--- src/smo_gus_pkg.sv ---
// Shared types and constants for the SMO gradient update and selection block.
// No dependencies; the design files refer to it by scoped name, the bench files import it.
`default_nettype none

package smo_gus_pkg;

  localparam int IDX_W    = 16;
  localparam int VAL_W    = 32;
  localparam int KER_W    = 17;
  localparam int ALPHA_W  = 31;
  localparam int COST_W   = 31;
  localparam int EPS_W    = 16;
  localparam int TOL_W    = 16;
  localparam int APB_DW   = 32;
  localparam int APB_AW   = 5;
  localparam int REG_SEL_W = 3;

  // Product of a signed coefficient and a zero-extended kernel.
  localparam int PROD_W = VAL_W + KER_W + 1;
  // Exact Q.32 sum of the shifted gradient and the two products.
  localparam int ACC_W  = PROD_W + 2;

  localparam logic [COST_W-1:0]  COST_RESET = COST_W'(65536);
  localparam logic [EPS_W-1:0]   EPS_RESET  = EPS_W'(1);
  localparam logic [TOL_W-1:0]   TOL_RESET  = TOL_W'(66);

  typedef enum logic [REG_SEL_W-1:0] {
    REG_COEF_HIGH = 3'd0,
    REG_COEF_LOW  = 3'd1,
    REG_COST      = 3'd2,
    REG_EPSILON   = 3'd3,
    REG_TOLERANCE = 3'd4
  } cfg_reg_t;

endpackage

`default_nettype wire

--- src/smo_gus_point_if.sv ---
// Input channel carrying one training point per transaction.
// Depends on smo_gus_pkg for field widths.
`default_nettype none

interface smo_gus_point_if;
  logic                                 valid;
  logic                                 ready;
  logic [smo_gus_pkg::IDX_W-1:0]        point_index;
  logic signed [smo_gus_pkg::VAL_W-1:0] f_old;
  logic [smo_gus_pkg::KER_W-1:0]        kernel_high;
  logic [smo_gus_pkg::KER_W-1:0]        kernel_low;
  logic                                 label_positive;
  logic [smo_gus_pkg::ALPHA_W-1:0]      alpha_value;
  logic                                 last_point;

  modport source (
    output valid, point_index, f_old, kernel_high, kernel_low, label_positive,
           alpha_value, last_point,
    input  ready
  );
  modport sink (
    input  valid, point_index, f_old, kernel_high, kernel_low, label_positive,
           alpha_value, last_point,
    output ready
  );
endinterface

`default_nettype wire

--- src/smo_gus_result_if.sv ---
// Output channel carrying one updated gradient and the pass summary per transaction.
// Depends on smo_gus_pkg for field widths.
`default_nettype none

interface smo_gus_result_if;
  logic                                 valid;
  logic                                 ready;
  logic signed [smo_gus_pkg::VAL_W-1:0] f_new;
  logic [smo_gus_pkg::IDX_W-1:0]        high_index;
  logic signed [smo_gus_pkg::VAL_W-1:0] high_value;
  logic                                 high_found;
  logic [smo_gus_pkg::IDX_W-1:0]        low_index;
  logic signed [smo_gus_pkg::VAL_W-1:0] low_value;
  logic                                 low_found;
  logic                                 converged;
  logic                                 pass_end;

  modport source (
    output valid, f_new, high_index, high_value, high_found, low_index, low_value,
           low_found, converged, pass_end,
    input  ready
  );
  modport sink (
    input  valid, f_new, high_index, high_value, high_found, low_index, low_value,
           low_found, converged, pass_end,
    output ready
  );
endinterface

`default_nettype wire

--- src/smo_gradient_update_select_top.sv ---
// Top level of the SMO gradient update and working-set selection block.
// Depends on smo_gus_pkg, smo_gus_point_if and smo_gus_result_if.
//
// Usage: training points stream in on the points channel, one transaction per
// point, in pass order. Each point yields exactly one transaction on the results
// channel holding its updated gradient f_new, rounded and saturated to Q15.16.
// The transaction of the point flagged last_point also carries the pass summary:
// the minimum-gradient point of the high set, the maximum-gradient point of the
// low set, their found flags and the convergence verdict. After it the running
// minimum and maximum are cleared for the next pass.
// The coefficients and thresholds are to be written over the APB port between
// passes; the block itself does not enforce this. A point passes through the
// input, product, gradient and result registers before it is presented as a
// result. One point can be accepted every cycle while the receiver keeps ready
// high; the sustained rate is one point per cycle, set by the compare-and-update
// loop on the running minimum and maximum in the last stage.
// Stalls: every stage holds its own valid bit, so bubbles are squeezed out and
// points keep being accepted until all four registers are full while the
// receiver holds ready low.
// Reset (rst, synchronous, active high) empties the pipeline, clears the
// running minimum and maximum, and restores the register defaults.
`default_nettype none

module smo_gradient_update_select_top (
  input  wire logic                               clk,
  input  wire logic                               rst,
  smo_gus_point_if.sink                           points,
  smo_gus_result_if.source                        results,
  input  wire logic                               psel,
  input  wire logic                               penable,
  input  wire logic                               pwrite,
  input  wire logic [smo_gus_pkg::APB_AW-1:0]     paddr,
  input  wire logic [smo_gus_pkg::APB_DW-1:0]     pwdata,
  output logic      [smo_gus_pkg::APB_DW-1:0]     prdata,
  output logic                                    pready
);

  // ---------------------------------------------------------------------------
  // Configuration registers
  // ---------------------------------------------------------------------------
  logic signed [smo_gus_pkg::VAL_W-1:0] coef_high;
  logic signed [smo_gus_pkg::VAL_W-1:0] coef_low;
  logic [smo_gus_pkg::COST_W-1:0]       cost;
  logic [smo_gus_pkg::EPS_W-1:0]        epsilon;
  logic [smo_gus_pkg::TOL_W-1:0]        tolerance;

  smo_gus_pkg::cfg_reg_t reg_sel;
  logic                  cfg_write;

  assign pready    = 1'b1;
  assign reg_sel   = smo_gus_pkg::cfg_reg_t'(paddr[smo_gus_pkg::APB_AW-1:2]);
  assign cfg_write = psel && penable && pwrite && pready;

  always_ff @(posedge clk) begin
    if (rst) begin
      coef_high <= '0;
      coef_low  <= '0;
      cost      <= smo_gus_pkg::COST_RESET;
      epsilon   <= smo_gus_pkg::EPS_RESET;
      tolerance <= smo_gus_pkg::TOL_RESET;
    end else if (cfg_write) begin
      unique case (reg_sel)
        smo_gus_pkg::REG_COEF_HIGH: coef_high <= pwdata;
        smo_gus_pkg::REG_COEF_LOW:  coef_low  <= pwdata;
        smo_gus_pkg::REG_COST:      cost      <= pwdata[smo_gus_pkg::COST_W-1:0];
        smo_gus_pkg::REG_EPSILON:   epsilon   <= pwdata[smo_gus_pkg::EPS_W-1:0];
        smo_gus_pkg::REG_TOLERANCE: tolerance <= pwdata[smo_gus_pkg::TOL_W-1:0];
        default: ;
      endcase
    end
  end

  always_comb begin
    unique case (reg_sel)
      smo_gus_pkg::REG_COEF_HIGH: prdata = coef_high;
      smo_gus_pkg::REG_COEF_LOW:  prdata = coef_low;
      smo_gus_pkg::REG_COST:      prdata = smo_gus_pkg::APB_DW'(cost);
      smo_gus_pkg::REG_EPSILON:   prdata = smo_gus_pkg::APB_DW'(epsilon);
      smo_gus_pkg::REG_TOLERANCE: prdata = smo_gus_pkg::APB_DW'(tolerance);
      default:                    prdata = '0;
    endcase
  end

  // ---------------------------------------------------------------------------
  // Pipeline flow control. Each stage loads when it is empty or when the stage
  // after it loads, so a stall only backs up as far as it must.
  // ---------------------------------------------------------------------------
  logic s0_valid, s1_valid, s2_valid, out_valid;
  logic s0_load, s1_load, s2_load, out_load;

  assign out_load = !out_valid || results.ready;
  assign s2_load  = !s2_valid || out_load;
  assign s1_load  = !s1_valid || s2_load;
  assign s0_load  = !s0_valid || s1_load;
  assign points.ready = s0_load;

  always_ff @(posedge clk) begin
    if (rst) begin
      s0_valid  <= 1'b0;
      s1_valid  <= 1'b0;
      s2_valid  <= 1'b0;
      out_valid <= 1'b0;
    end else begin
      if (s0_load)  s0_valid  <= points.valid;
      if (s1_load)  s1_valid  <= s0_valid;
      if (s2_load)  s2_valid  <= s1_valid;
      if (out_load) out_valid <= s2_valid;
    end
  end

  // ---------------------------------------------------------------------------
  // Stage 0: input register.
  // ---------------------------------------------------------------------------
  logic [smo_gus_pkg::IDX_W-1:0]        s0_index;
  logic signed [smo_gus_pkg::VAL_W-1:0] s0_f_old;
  logic [smo_gus_pkg::KER_W-1:0]        s0_kernel_high;
  logic [smo_gus_pkg::KER_W-1:0]        s0_kernel_low;
  logic                                 s0_positive;
  logic [smo_gus_pkg::ALPHA_W-1:0]      s0_alpha;
  logic                                 s0_last;

  always_ff @(posedge clk) begin
    if (s0_load) begin
      s0_index       <= points.point_index;
      s0_f_old       <= points.f_old;
      s0_kernel_high <= points.kernel_high;
      s0_kernel_low  <= points.kernel_low;
      s0_positive    <= points.label_positive;
      s0_alpha       <= points.alpha_value;
      s0_last        <= points.last_point;
    end
  end

  // ---------------------------------------------------------------------------
  // Stage 1: the two kernel products and the set membership of the point.
  // A point is in the high set if positive with alpha below cost minus epsilon,
  // or negative with alpha above epsilon; the low set is the mirror image.
  // Cost minus epsilon is kept signed so that a cost below epsilon excludes
  // every alpha.
  // ---------------------------------------------------------------------------
  logic signed [smo_gus_pkg::COST_W+1:0] c_eps;
  logic signed [smo_gus_pkg::COST_W+1:0] alpha_ext;
  logic                                  alpha_below;
  logic                                  alpha_above;

  assign c_eps       = $signed({2'b00, cost}) -
                       $signed({(smo_gus_pkg::COST_W + 2 - smo_gus_pkg::EPS_W)'(0), epsilon});
  assign alpha_ext   = $signed({2'b00, s0_alpha});
  assign alpha_below = alpha_ext < c_eps;
  assign alpha_above = s0_alpha > smo_gus_pkg::ALPHA_W'(epsilon);

  logic signed [smo_gus_pkg::PROD_W-1:0] s1_prod_high;
  logic signed [smo_gus_pkg::PROD_W-1:0] s1_prod_low;
  logic signed [smo_gus_pkg::VAL_W-1:0]  s1_f_old;
  logic [smo_gus_pkg::IDX_W-1:0]         s1_index;
  logic                                  s1_in_high;
  logic                                  s1_in_low;
  logic                                  s1_last;

  always_ff @(posedge clk) begin
    if (s1_load) begin
      s1_prod_high <= coef_high * $signed({1'b0, s0_kernel_high});
      s1_prod_low  <= coef_low * $signed({1'b0, s0_kernel_low});
      s1_f_old     <= s0_f_old;
      s1_index     <= s0_index;
      s1_in_high   <= s0_positive ? alpha_below : alpha_above;
      s1_in_low    <= s0_positive ? alpha_above : alpha_below;
      s1_last      <= s0_last;
    end
  end

  // ---------------------------------------------------------------------------
  // Stage 2: exact Q.32 sum, round half up, saturate to 32 bits. The rounding
  // constant sits in the empty low half of the shifted old gradient.
  // ---------------------------------------------------------------------------
  logic signed [smo_gus_pkg::ACC_W-1:0]      acc;
  logic signed [smo_gus_pkg::ACC_W-17:0]     rounded;
  logic signed [smo_gus_pkg::VAL_W-1:0]      f_sat;
  logic                                      fits;

  assign acc = smo_gus_pkg::ACC_W'($signed({s1_f_old, 16'h8000})) +
               smo_gus_pkg::ACC_W'(s1_prod_high) +
               smo_gus_pkg::ACC_W'(s1_prod_low);
  assign rounded = acc[smo_gus_pkg::ACC_W-1:16];
  assign fits = (rounded[smo_gus_pkg::ACC_W-17:smo_gus_pkg::VAL_W-1] == '0) ||
                (rounded[smo_gus_pkg::ACC_W-17:smo_gus_pkg::VAL_W-1] == '1);

  always_comb begin
    if (fits) begin
      f_sat = rounded[smo_gus_pkg::VAL_W-1:0];
    end else if (rounded[smo_gus_pkg::ACC_W-17]) begin
      f_sat = {1'b1, {(smo_gus_pkg::VAL_W-1){1'b0}}};
    end else begin
      f_sat = {1'b0, {(smo_gus_pkg::VAL_W-1){1'b1}}};
    end
  end

  logic signed [smo_gus_pkg::VAL_W-1:0] s2_f_new;
  logic [smo_gus_pkg::IDX_W-1:0]        s2_index;
  logic                                 s2_in_high;
  logic                                 s2_in_low;
  logic                                 s2_last;

  always_ff @(posedge clk) begin
    if (s2_load) begin
      s2_f_new   <= f_sat;
      s2_index   <= s1_index;
      s2_in_high <= s1_in_high;
      s2_in_low  <= s1_in_low;
      s2_last    <= s1_last;
    end
  end

  // ---------------------------------------------------------------------------
  // Stage 3: running minimum over the high set and maximum over the low set.
  // Strict compares keep the earliest point on ties. The tracking state moves
  // only when a point passes into the result register.
  // ---------------------------------------------------------------------------
  logic signed [smo_gus_pkg::VAL_W-1:0] best_high_value;
  logic [smo_gus_pkg::IDX_W-1:0]        best_high_index;
  logic                                 high_seen;
  logic signed [smo_gus_pkg::VAL_W-1:0] best_low_value;
  logic [smo_gus_pkg::IDX_W-1:0]        best_low_index;
  logic                                 low_seen;

  logic signed [smo_gus_pkg::VAL_W-1:0] best_high_value_next;
  logic [smo_gus_pkg::IDX_W-1:0]        best_high_index_next;
  logic                                 high_seen_next;
  logic signed [smo_gus_pkg::VAL_W-1:0] best_low_value_next;
  logic [smo_gus_pkg::IDX_W-1:0]        best_low_index_next;
  logic                                 low_seen_next;
  logic signed [smo_gus_pkg::VAL_W+1:0] high_bound;
  logic                                 gap_open;
  logic                                 retire;

  assign retire = s2_valid && out_load;

  always_comb begin
    best_high_value_next = best_high_value;
    best_high_index_next = best_high_index;
    high_seen_next       = high_seen;
    best_low_value_next  = best_low_value;
    best_low_index_next  = best_low_index;
    low_seen_next        = low_seen;
    if (s2_in_high && (!high_seen || (s2_f_new < best_high_value))) begin
      best_high_value_next = s2_f_new;
      best_high_index_next = s2_index;
      high_seen_next       = 1'b1;
    end
    if (s2_in_low && (!low_seen || (s2_f_new > best_low_value))) begin
      best_low_value_next = s2_f_new;
      best_low_index_next = s2_index;
      low_seen_next       = 1'b1;
    end
  end

  // Converged unless the low maximum lies above the high minimum by more than
  // twice the tolerance; an empty set always counts as converged.
  assign high_bound = (smo_gus_pkg::VAL_W + 2)'(best_high_value_next) +
                      (smo_gus_pkg::VAL_W + 2)'($signed({1'b0, tolerance, 1'b0}));
  assign gap_open   = (smo_gus_pkg::VAL_W + 2)'(best_low_value_next) > high_bound;

  always_ff @(posedge clk) begin
    if (rst) begin
      best_high_value <= '0;
      best_high_index <= '0;
      high_seen       <= 1'b0;
      best_low_value  <= '0;
      best_low_index  <= '0;
      low_seen        <= 1'b0;
    end else if (retire) begin
      if (s2_last) begin
        best_high_value <= '0;
        best_high_index <= '0;
        high_seen       <= 1'b0;
        best_low_value  <= '0;
        best_low_index  <= '0;
        low_seen        <= 1'b0;
      end else begin
        best_high_value <= best_high_value_next;
        best_high_index <= best_high_index_next;
        high_seen       <= high_seen_next;
        best_low_value  <= best_low_value_next;
        best_low_index  <= best_low_index_next;
        low_seen        <= low_seen_next;
      end
    end
  end

  // ---------------------------------------------------------------------------
  // Result register. Summary fields are zero except on the last point of a pass.
  // ---------------------------------------------------------------------------
  logic                                 last_high;
  logic                                 last_low;

  assign last_high = s2_last && high_seen_next;
  assign last_low  = s2_last && low_seen_next;

  always_ff @(posedge clk) begin
    if (out_load) begin
      results.f_new      <= s2_f_new;
      results.high_index <= last_high ? best_high_index_next : '0;
      results.high_value <= last_high ? best_high_value_next : '0;
      results.high_found <= last_high;
      results.low_index  <= last_low ? best_low_index_next : '0;
      results.low_value  <= last_low ? best_low_value_next : '0;
      results.low_found  <= last_low;
      results.converged  <= s2_last && !(high_seen_next && low_seen_next && gap_open);
      results.pass_end   <= s2_last;
    end
  end

  assign results.valid = out_valid;

endmodule

`default_nettype wire

--- src/flat_wrapper.sv ---
// flat-port wrapper written by rule: the top's interface ports become plain ports
module smo_gradient_update_select_top_flat 
  (clk, rst, psel, penable, pwrite, paddr, pwdata, prdata, pready, points_valid, points_point_index, points_f_old, points_kernel_high, points_kernel_low, points_label_positive, points_alpha_value, points_last_point, points_ready, results_valid, results_f_new, results_high_index, results_high_value, results_high_found, results_low_index, results_low_value, results_low_found, results_converged, results_pass_end, results_ready);
  smo_gus_point_if points_i ();
  smo_gus_result_if results_i ();
  input  wire logic clk;
  input  wire logic rst;
  input  wire logic psel;
  input  wire logic penable;
  input  wire logic pwrite;
  input  wire logic [smo_gus_pkg::APB_AW-1:0] paddr;
  input  wire logic [smo_gus_pkg::APB_DW-1:0] pwdata;
  output logic      [smo_gus_pkg::APB_DW-1:0] prdata;
  output logic pready;
  input wire logic [$bits(points_i.valid)-1:0] points_valid;
  input wire logic [$bits(points_i.point_index)-1:0] points_point_index;
  input wire logic [$bits(points_i.f_old)-1:0] points_f_old;
  input wire logic [$bits(points_i.kernel_high)-1:0] points_kernel_high;
  input wire logic [$bits(points_i.kernel_low)-1:0] points_kernel_low;
  input wire logic [$bits(points_i.label_positive)-1:0] points_label_positive;
  input wire logic [$bits(points_i.alpha_value)-1:0] points_alpha_value;
  input wire logic [$bits(points_i.last_point)-1:0] points_last_point;
  output wire logic [$bits(points_i.ready)-1:0] points_ready;
  output wire logic [$bits(results_i.valid)-1:0] results_valid;
  output wire logic [$bits(results_i.f_new)-1:0] results_f_new;
  output wire logic [$bits(results_i.high_index)-1:0] results_high_index;
  output wire logic [$bits(results_i.high_value)-1:0] results_high_value;
  output wire logic [$bits(results_i.high_found)-1:0] results_high_found;
  output wire logic [$bits(results_i.low_index)-1:0] results_low_index;
  output wire logic [$bits(results_i.low_value)-1:0] results_low_value;
  output wire logic [$bits(results_i.low_found)-1:0] results_low_found;
  output wire logic [$bits(results_i.converged)-1:0] results_converged;
  output wire logic [$bits(results_i.pass_end)-1:0] results_pass_end;
  input wire logic [$bits(results_i.ready)-1:0] results_ready;
  assign points_i.valid = points_valid;
  assign points_i.point_index = points_point_index;
  assign points_i.f_old = points_f_old;
  assign points_i.kernel_high = points_kernel_high;
  assign points_i.kernel_low = points_kernel_low;
  assign points_i.label_positive = points_label_positive;
  assign points_i.alpha_value = points_alpha_value;
  assign points_i.last_point = points_last_point;
  assign points_ready = points_i.ready;
  assign results_valid = results_i.valid;
  assign results_f_new = results_i.f_new;
  assign results_high_index = results_i.high_index;
  assign results_high_value = results_i.high_value;
  assign results_high_found = results_i.high_found;
  assign results_low_index = results_i.low_index;
  assign results_low_value = results_i.low_value;
  assign results_low_found = results_i.low_found;
  assign results_converged = results_i.converged;
  assign results_pass_end = results_i.pass_end;
  assign results_i.ready = results_ready;
  smo_gradient_update_select_top u_core (.clk(clk), .rst(rst), .points(points_i), .results(results_i), .psel(psel), .penable(penable), .pwrite(pwrite), .paddr(paddr), .pwdata(pwdata), .prdata(prdata), .pready(pready));
endmodule
--- config.mk ---
export PLATFORM = sky130hd
export DESIGN_NAME = smo_gradient_update_select_top_flat
export DESIGN_NICKNAME = d
export VERILOG_FILES = /design/src/smo_gus_pkg.sv /design/src/smo_gus_point_if.sv /design/src/smo_gus_result_if.sv /design/src/smo_gradient_update_select_top.sv /design/src/flat_wrapper.sv
export SDC_FILE = /design/constraint.sdc
export NUM_CORES = 2
export LEC_CHECK = 0
export ABC_AREA = 0
export BUFFER_PORTS_ARGS = -buffer_cell sky130_fd_sc_hd__buf_2
export CAP_MARGIN = 0
export CORE_ASPECT_RATIO = 0.7
export CORE_MARGIN = 1
export CORE_UTILIZATION = 50
export CTS_BUF_LIST = sky130_fd_sc_hd__clkbuf_16
export CTS_CLUSTER_SIZE = 40
export DETAILED_ROUTE_END_ITERATION = 8
export PLACE_DENSITY = 0.79
export SETUP_SLACK_MARGIN = 0.3
export SLEW_MARGIN = 20
export SYNTH_ARGS = -nofsm -noshare
export SYNTH_HDL_FRONTEND = slang
export SYNTH_SLANG_ARGS = --single-unit
--- constraint.sdc ---
create_clock -name clk -period 14.84 [get_ports clk]
set_clock_uncertainty 0.15 [all_clocks]
set_input_delay 2.968 -clock clk [delete_from_list [all_inputs] [get_ports clk]]
set_output_delay 2.968 -clock clk [all_outputs]
set_load 0.02 [all_outputs]
# --- Yosys cells after proc, flatten, opt, wreduce, memory -nomap -nowiden ---
# Cells that the tools add are included.
op_classes:
  muxes: 17
  magnitude_cmp: 5
  n_reduce_logical: 31
  n_eq_ne: 5
  mul: 2
  n_addsub: 4
op_table:
  columns: ["cell", "count"]
  rows:
  - ["2-to-1 mux 32 bit", 6]
  - ["one-hot mux 32 bit (5 select lines)", 1]
  - ["multiplier 32 x 18 -> 50 bit", 2]
  - ["2-to-1 mux 16 bit", 4]
  - ["adder 51 x 50 -> 52 bit", 1]
  - ["adder 48 x 50 -> 51 bit", 1]
  - ["adder 32 x 18 -> 33 bit", 1]
  - ["greater-than comparator 32 x 33 -> 1 bit", 1]
  - ["< comparator 32 x 33 -> 1 bit", 1]
  - ["greater-than comparator 32 bit", 1]
  - ["< comparator 32 bit", 1]
  - ["subtractor 31 x 16 -> 32 bit", 1]
  - ["greater-than comparator 31 x 16 -> 1 bit", 1]
  - ["logical AND 1 bit", 10]
  - ["AND reduction 2 bit", 5]
  - ["logical NOT 1 bit", 7]
  - ["logical OR 1 bit", 7]
  - ["equality test 3 x 2 -> 1 bit, second input constant", 2]
  - ["2-to-1 mux 1 bit", 6]
  - ["equality test 5 bit, second input constant", 1]
  - ["logical NOT 5 bit", 1]
  - ["equality test 3 x 1 -> 1 bit, second input constant", 1]
  - ["equality test 3 bit, second input constant", 1]
  - ["logical NOT 3 bit", 1]
totals:
  elab_cells: 107
  out_inout_bits: 167
  register_bits: 678
  input_bits: 159

# --- Longest topological paths before layout ---
logic_depth:
  depth_word: 9
  depth_mapped: 36
  ltp_nobuf: 34

# --- Worst setup path before layout ---
# Ideal clock, no wire load.
synth_timing:
  kind: "in2out"
  from: "input port results_ready"
  to: "output port points_ready"
  stages: 3
  t_arrival_ps: 5797
  slack_ps: 5925
  path_cell_list: "nor2b_1 > and3_1 > nand2_1"
synth_between:
  elab_chain_len: 4
synth_rtl:
  columns: ["item", "line", "source"]
  rows:
  - ["start: declaration", "flat_wrapper.sv:34", "input wire logic [$bits(results_i.ready)-1:0] results_ready;"]
  - ["logical OR 1 bit", "smo_gradient_update_select_top.sv:91", "assign out_load = !out_valid || results.ready;"]
  - ["logical OR 1 bit", "smo_gradient_update_select_top.sv:92", "assign s2_load = !s2_valid || out_load;"]
  - ["logical OR 1 bit", "smo_gradient_update_select_top.sv:93", "assign s1_load = !s1_valid || s2_load;"]
  - ["logical OR 1 bit", "smo_gradient_update_select_top.sv:94", "assign s0_load = !s0_valid || s1_load;"]
  - ["end: declaration", "flat_wrapper.sv:23", "output wire logic [$bits(points_i.ready)-1:0] points_ready;"]
# Every way passes these cells.

# --- Worst setup path in the final report ---
layout_timing:
  from: "input port paddr[3] (netlist name)"
  to: "output port prdata[7] (netlist name)"
layout_between:
  elab_chain_len: 2
  word_cells_on_any_way: 6
layout_rtl:
  columns: ["item", "line", "source"]
  rows:
  - ["start: declaration", "flat_wrapper.sv:11", "input wire logic [smo_gus_pkg::APB_AW-1:0] paddr;"]
  - ["equality test 3 bit, or another cell as far along", "smo_gradient_update_select_top.sv:74", "unique case (reg_sel)"]
  - ["one-hot mux 32 bit (5 select lines) (*)", "smo_gradient_update_select_top.sv:74", null]
  - ["end: declaration", "flat_wrapper.sv:13", "output logic [smo_gus_pkg::APB_DW-1:0] prdata;"]
# Mark *: on every way between the ends. The rest lies on a longest branch, timed or not.

==> parameters.txt <==
Parameter                              Value

Drt
  Wire per inst ... about 21 µm
  Drc violations ... 0
  Routed via count ... about 52,000
  Vias per Instance ... approximately 5.7
  First-pass detailed-route iteration total ... 6
  Routed wire length ... roughly 200,000 µm
  Initial DRC count ... a little under 5,000
  Antenna-violating nets left ... 0

Finish
  Layout cells sized above 1 ... 8.27%
  Multi-input gate area in the final layout ... about 0.046 mm²
  Reg area ... around 0.018 mm²
  Final-layout fill cell count ... 11,900
  Signed area change from the synthesized netlist to the final layout ... 8.49%
  Final net count ... around 9,100
  Largest registers ... u_core.s1_prod_high x50, u_core.s1_prod_low x50

Timing
  Final Hold Violating Endpoints ... 0
  RSZ-0062 raised after global routing ... false
  Final count of negative-setup-slack endpoints ... 0
  Final period utilization ... a little under three fifths
  Fmax achieved ... 119 MHz
  Relative slew slack ... around 17%
  Setup TNS ... 0 ns
  Final-report max-slew violation count ... 0
  Min Clock Period, post-route ... between 8 and 9 ns
  Worst-Margin Slew ... ~1.2 ns
  Setup WS post-layout ... roughly 6.4 ns

Logic synthesis
  Cell type with the largest total area after synthesis ... sky130_fd_sc_hd__fa_1
  Netlist area before placement ... ~0.070 mm²
  Ranking of synthesized cells by instance count ... sky130_fd_sc_hd__inv_1, sky130_fd_sc_hd__nand2_1, sky130_fd_sc_hd__fa_1, sky130_fd_sc_hd__ha_1, sky130_fd_sc_hd__and2_1
  Cell types with the largest area share after synthesis ... sky130_fd_sc_hd__fa_1, sky130_fd_sc_hd__edfxtp_1, sky130_fd_sc_hd__ha_1
  Number of enable flip-flop cells after synthesis ... around 450
  Most repeated cell in the gate-level netlist after synthesis ... sky130_fd_sc_hd__inv_1
  Post-synthesis sequential area ratio ... about 26%
  Prevailing post-synth register cell ... sky130_fd_sc_hd__edfxtp_1
  Share of the synthesized area in the top cell type ... 30.7%
  Post-synthesis sequential element count ... about 680
  Post-synthesis average cell area ... between 9 and 10 µm²
  Warnings from Yosys ... 0
  Post-synth cell types ... slightly below 80
  Number of standard cells after synthesis ... 7,204
  Post-Synthesis Net Count ... approximately 9,000
  Async set-or-reset flop fraction in the synthesized netlist ... 0%

Power and ir drop
  Power density over cell area ... approximately 77 mW/mm²
  Leakage ... 34.7 nW
  IR Drop Worst-Case VDD ... a little under 0.00008 V

Worst setup path
  CP arrival ... between 5 and 6 ns
  Data required, critical path ... about 12 ns
  Peak fanout along the critical path ... 38
  Source of the worst register-to-register timing path ... u_core.coef_high[21]$_SDFFE_PP0P_
  Crit path kind ... in2out
  Sort of element at the end of the critical path ... output pin
  Critical path origin ... paddr[3]
  Critical path launch point type ... input port

Global route
  Met3 usage ... 6.13%
  GR met1 Demand/Resource ... between 30% and 40%
  Remaining global-route overflow ... 0
  Global-route wire length before repair ... around 300,000 µm
  GRT Util Overall ... between 20% and 30%
  Number of global-route vias before repair ... around 54,000
  Maximum number of pins on one net before global-route repair ... around 110
  Gr busiest metal ... met2
  Antenna violations before repair ... 18
  Met2 capacity usage during global routing ... 41.7%

Place
  IO buf count ... 322
  Weighted congestion reported at the end of routability-driven placement ... 0.999
  DP Wirelength ... approximately 150,000 µm
  Setup WS pre-CTS ... ~6.5 ns

Clocking
  Total clock buffers created by CTS ... 71
  Count of buffers added by post-CTS timing repair for setup ... 0
  Post-cts gate resize count ... 0
  Source-to-sink clock delay at the later pin of the worst-skew pair ... ~0.71 ns
  H-Tree Level Count ... 3
  Clock tree from TritonCTS ... built
  Cell at the root of the clock tree ... sky130_fd_sc_hd__clkbuf_16
  Count of hold-fix buffers inserted at cts ... 0
  Register clock-pin slew on the reported worst setup and hold paths ... about 0.07 ns
  Max clock buf depth ... 3
  Number of sinks driven by the clock tree ... just under 700

Die
  Vertical die dimension ... ~320 µm
  Die Wd ... ~450 µm
  Die footprint ... 0.142 mm²
  Core area ... between 0.1 and 0.15 mm²
  I/O pin cnt ... 326
  Initial core utilization ... roughly half
  Cell row count ... 114

Hold path
  Hold path start ... u_core.s0_f_old[27]$_DFFE_PP_
  Path category of the worst min-delay check ... reg2reg

Job
  Number of maximum-capacitance constraint violations ... 0

Outcome
  Result of the run ... complete, no violations
## area by class of cell
| type | count | area share [%] |
|---|---|---|
| multi-input combinational | 4910 | 60.6 |
| sequential | 678 | 23.7 |
| inverter | 1248 | 6.15 |
| timing repair buffer | 434 | 3.33 |
| tap | 1856 | 3.05 |
| clock buffer | 72 | 2.36 |
| clock inverter | 59 | 0.775 |
| antenna | 15 | 0.0492 |
## cells in the final DEF (no fill, tap or decap), types with 37 or more instances in the layout
cell / Yosys / routed
sky130_fd_sc_hd__inv_1: 1247 / 1259
sky130_fd_sc_hd__nand2_1: 1113 / 1110
sky130_fd_sc_hd__fa_1: 1078 / 1078
sky130_fd_sc_hd__ha_1: 474 / 474
sky130_fd_sc_hd__and2_1: 466 / 467
sky130_fd_sc_hd__edfxtp_1: 449 / 449
sky130_fd_sc_hd__a21oi_1: 360 / 360
sky130_fd_sc_hd__buf_2: 9 / 321
sky130_fd_sc_hd__dfxtp_1: 229 / 229
sky130_fd_sc_hd__nor2_1: 218 / 217
sky130_fd_sc_hd__o21ai_0: 134 / 134
sky130_fd_sc_hd__a21o_1: 128 / 128
sky130_fd_sc_hd__xnor2_1: 126 / 126
sky130_fd_sc_hd__buf_4: 1 / 103
sky130_fd_sc_hd__clkbuf_16: 0 / 72
sky130_fd_sc_hd__xor2_1: 67 / 67
sky130_fd_sc_hd__nand4_1: 61 / 61
sky130_fd_sc_hd__mux2i_1: 58 / 57
sky130_fd_sc_hd__nand3_1: 53 / 53
sky130_fd_sc_hd__a22oi_1: 50 / 50
sky130_fd_sc_hd__a22o_1: 48 / 48
sky130_fd_sc_hd__nor2b_1: 47 / 47
sky130_fd_sc_hd__o21a_1: 37 / 37
## cells by family (layout without fill, tap and decap cells)
logic type / count (synthesis) / in the layout / share of synthesized area (%)
mux: 91 / 91 / 1.35
fa+ha+maj: 1552 / 1552 / 39.1
other cells: 1 / 16 / 0.00534
compound gates: 962 / 962 / 8.70
simple gates: 2111 / 2111 / 14.0
xor+xnor: 193 / 193 / 2.41
flops: 678 / 678 / 25.7
buf+inv: 1616 / 1813 / 8.67
## through the flow
| step | total power [mW] | instances | util (%) | cell area [µm²] | hold slack, ns |
|---|---|---|---|---|---|
| floorplan | 3.38 | 7204 | - | 70300 | 0.250 |
| global placement | 3.90 | 9117 | 53.1 | 73600 | 0.252 |
| detailed placement | 3.96 | 9117 | 53.1 | 73700 | 0.255 |
| CTS | 5.83 | 9248 | 54.8 | 76000 | 0.248 |
| global route | 6.09 | 9269 | 54.9 | 76200 | 0.253 |
| finish | 5.85 | 9272 | 54.9 | 76200 | 0.264 |
## per-layer routing
layer,share of wire [%],vias up
met5,0.036,-
met4,6.2,10
met3,11,476
met2,43,2782
met1,40,26100
li1,-,23100
## power by group
group          internal (mW)  switching, mW
registers               2.22          0.218
logic                  0.574          0.960
clock network           1.02          0.848
## worst paths after layout
path	slack, ns	cells after the start	endpoint
setup reg to reg	6.77	21	u_core.s1_prod_high[49]$_DFFE_PP_
hold / removal	0.26	0	u_core.s1_f_old[27]$_DFFE_PP_
setup / recovery	6.43	5	prdata[7]
hold reg to reg	0.26	0	u_core.s1_f_old[27]$_DFFE_PP_
## worst max-delay path, cell delays in order
cell	delay, ns
sky130_fd_sc_hd__buf_2	0.08
sky130_fd_sc_hd__buf_4	0.56
sky130_fd_sc_hd__nor3b_4	0.86
sky130_fd_sc_hd__a221o_1	0.51
sky130_fd_sc_hd__buf_2	0.24
Note: power is estimated with default switching activity, not from simulation.
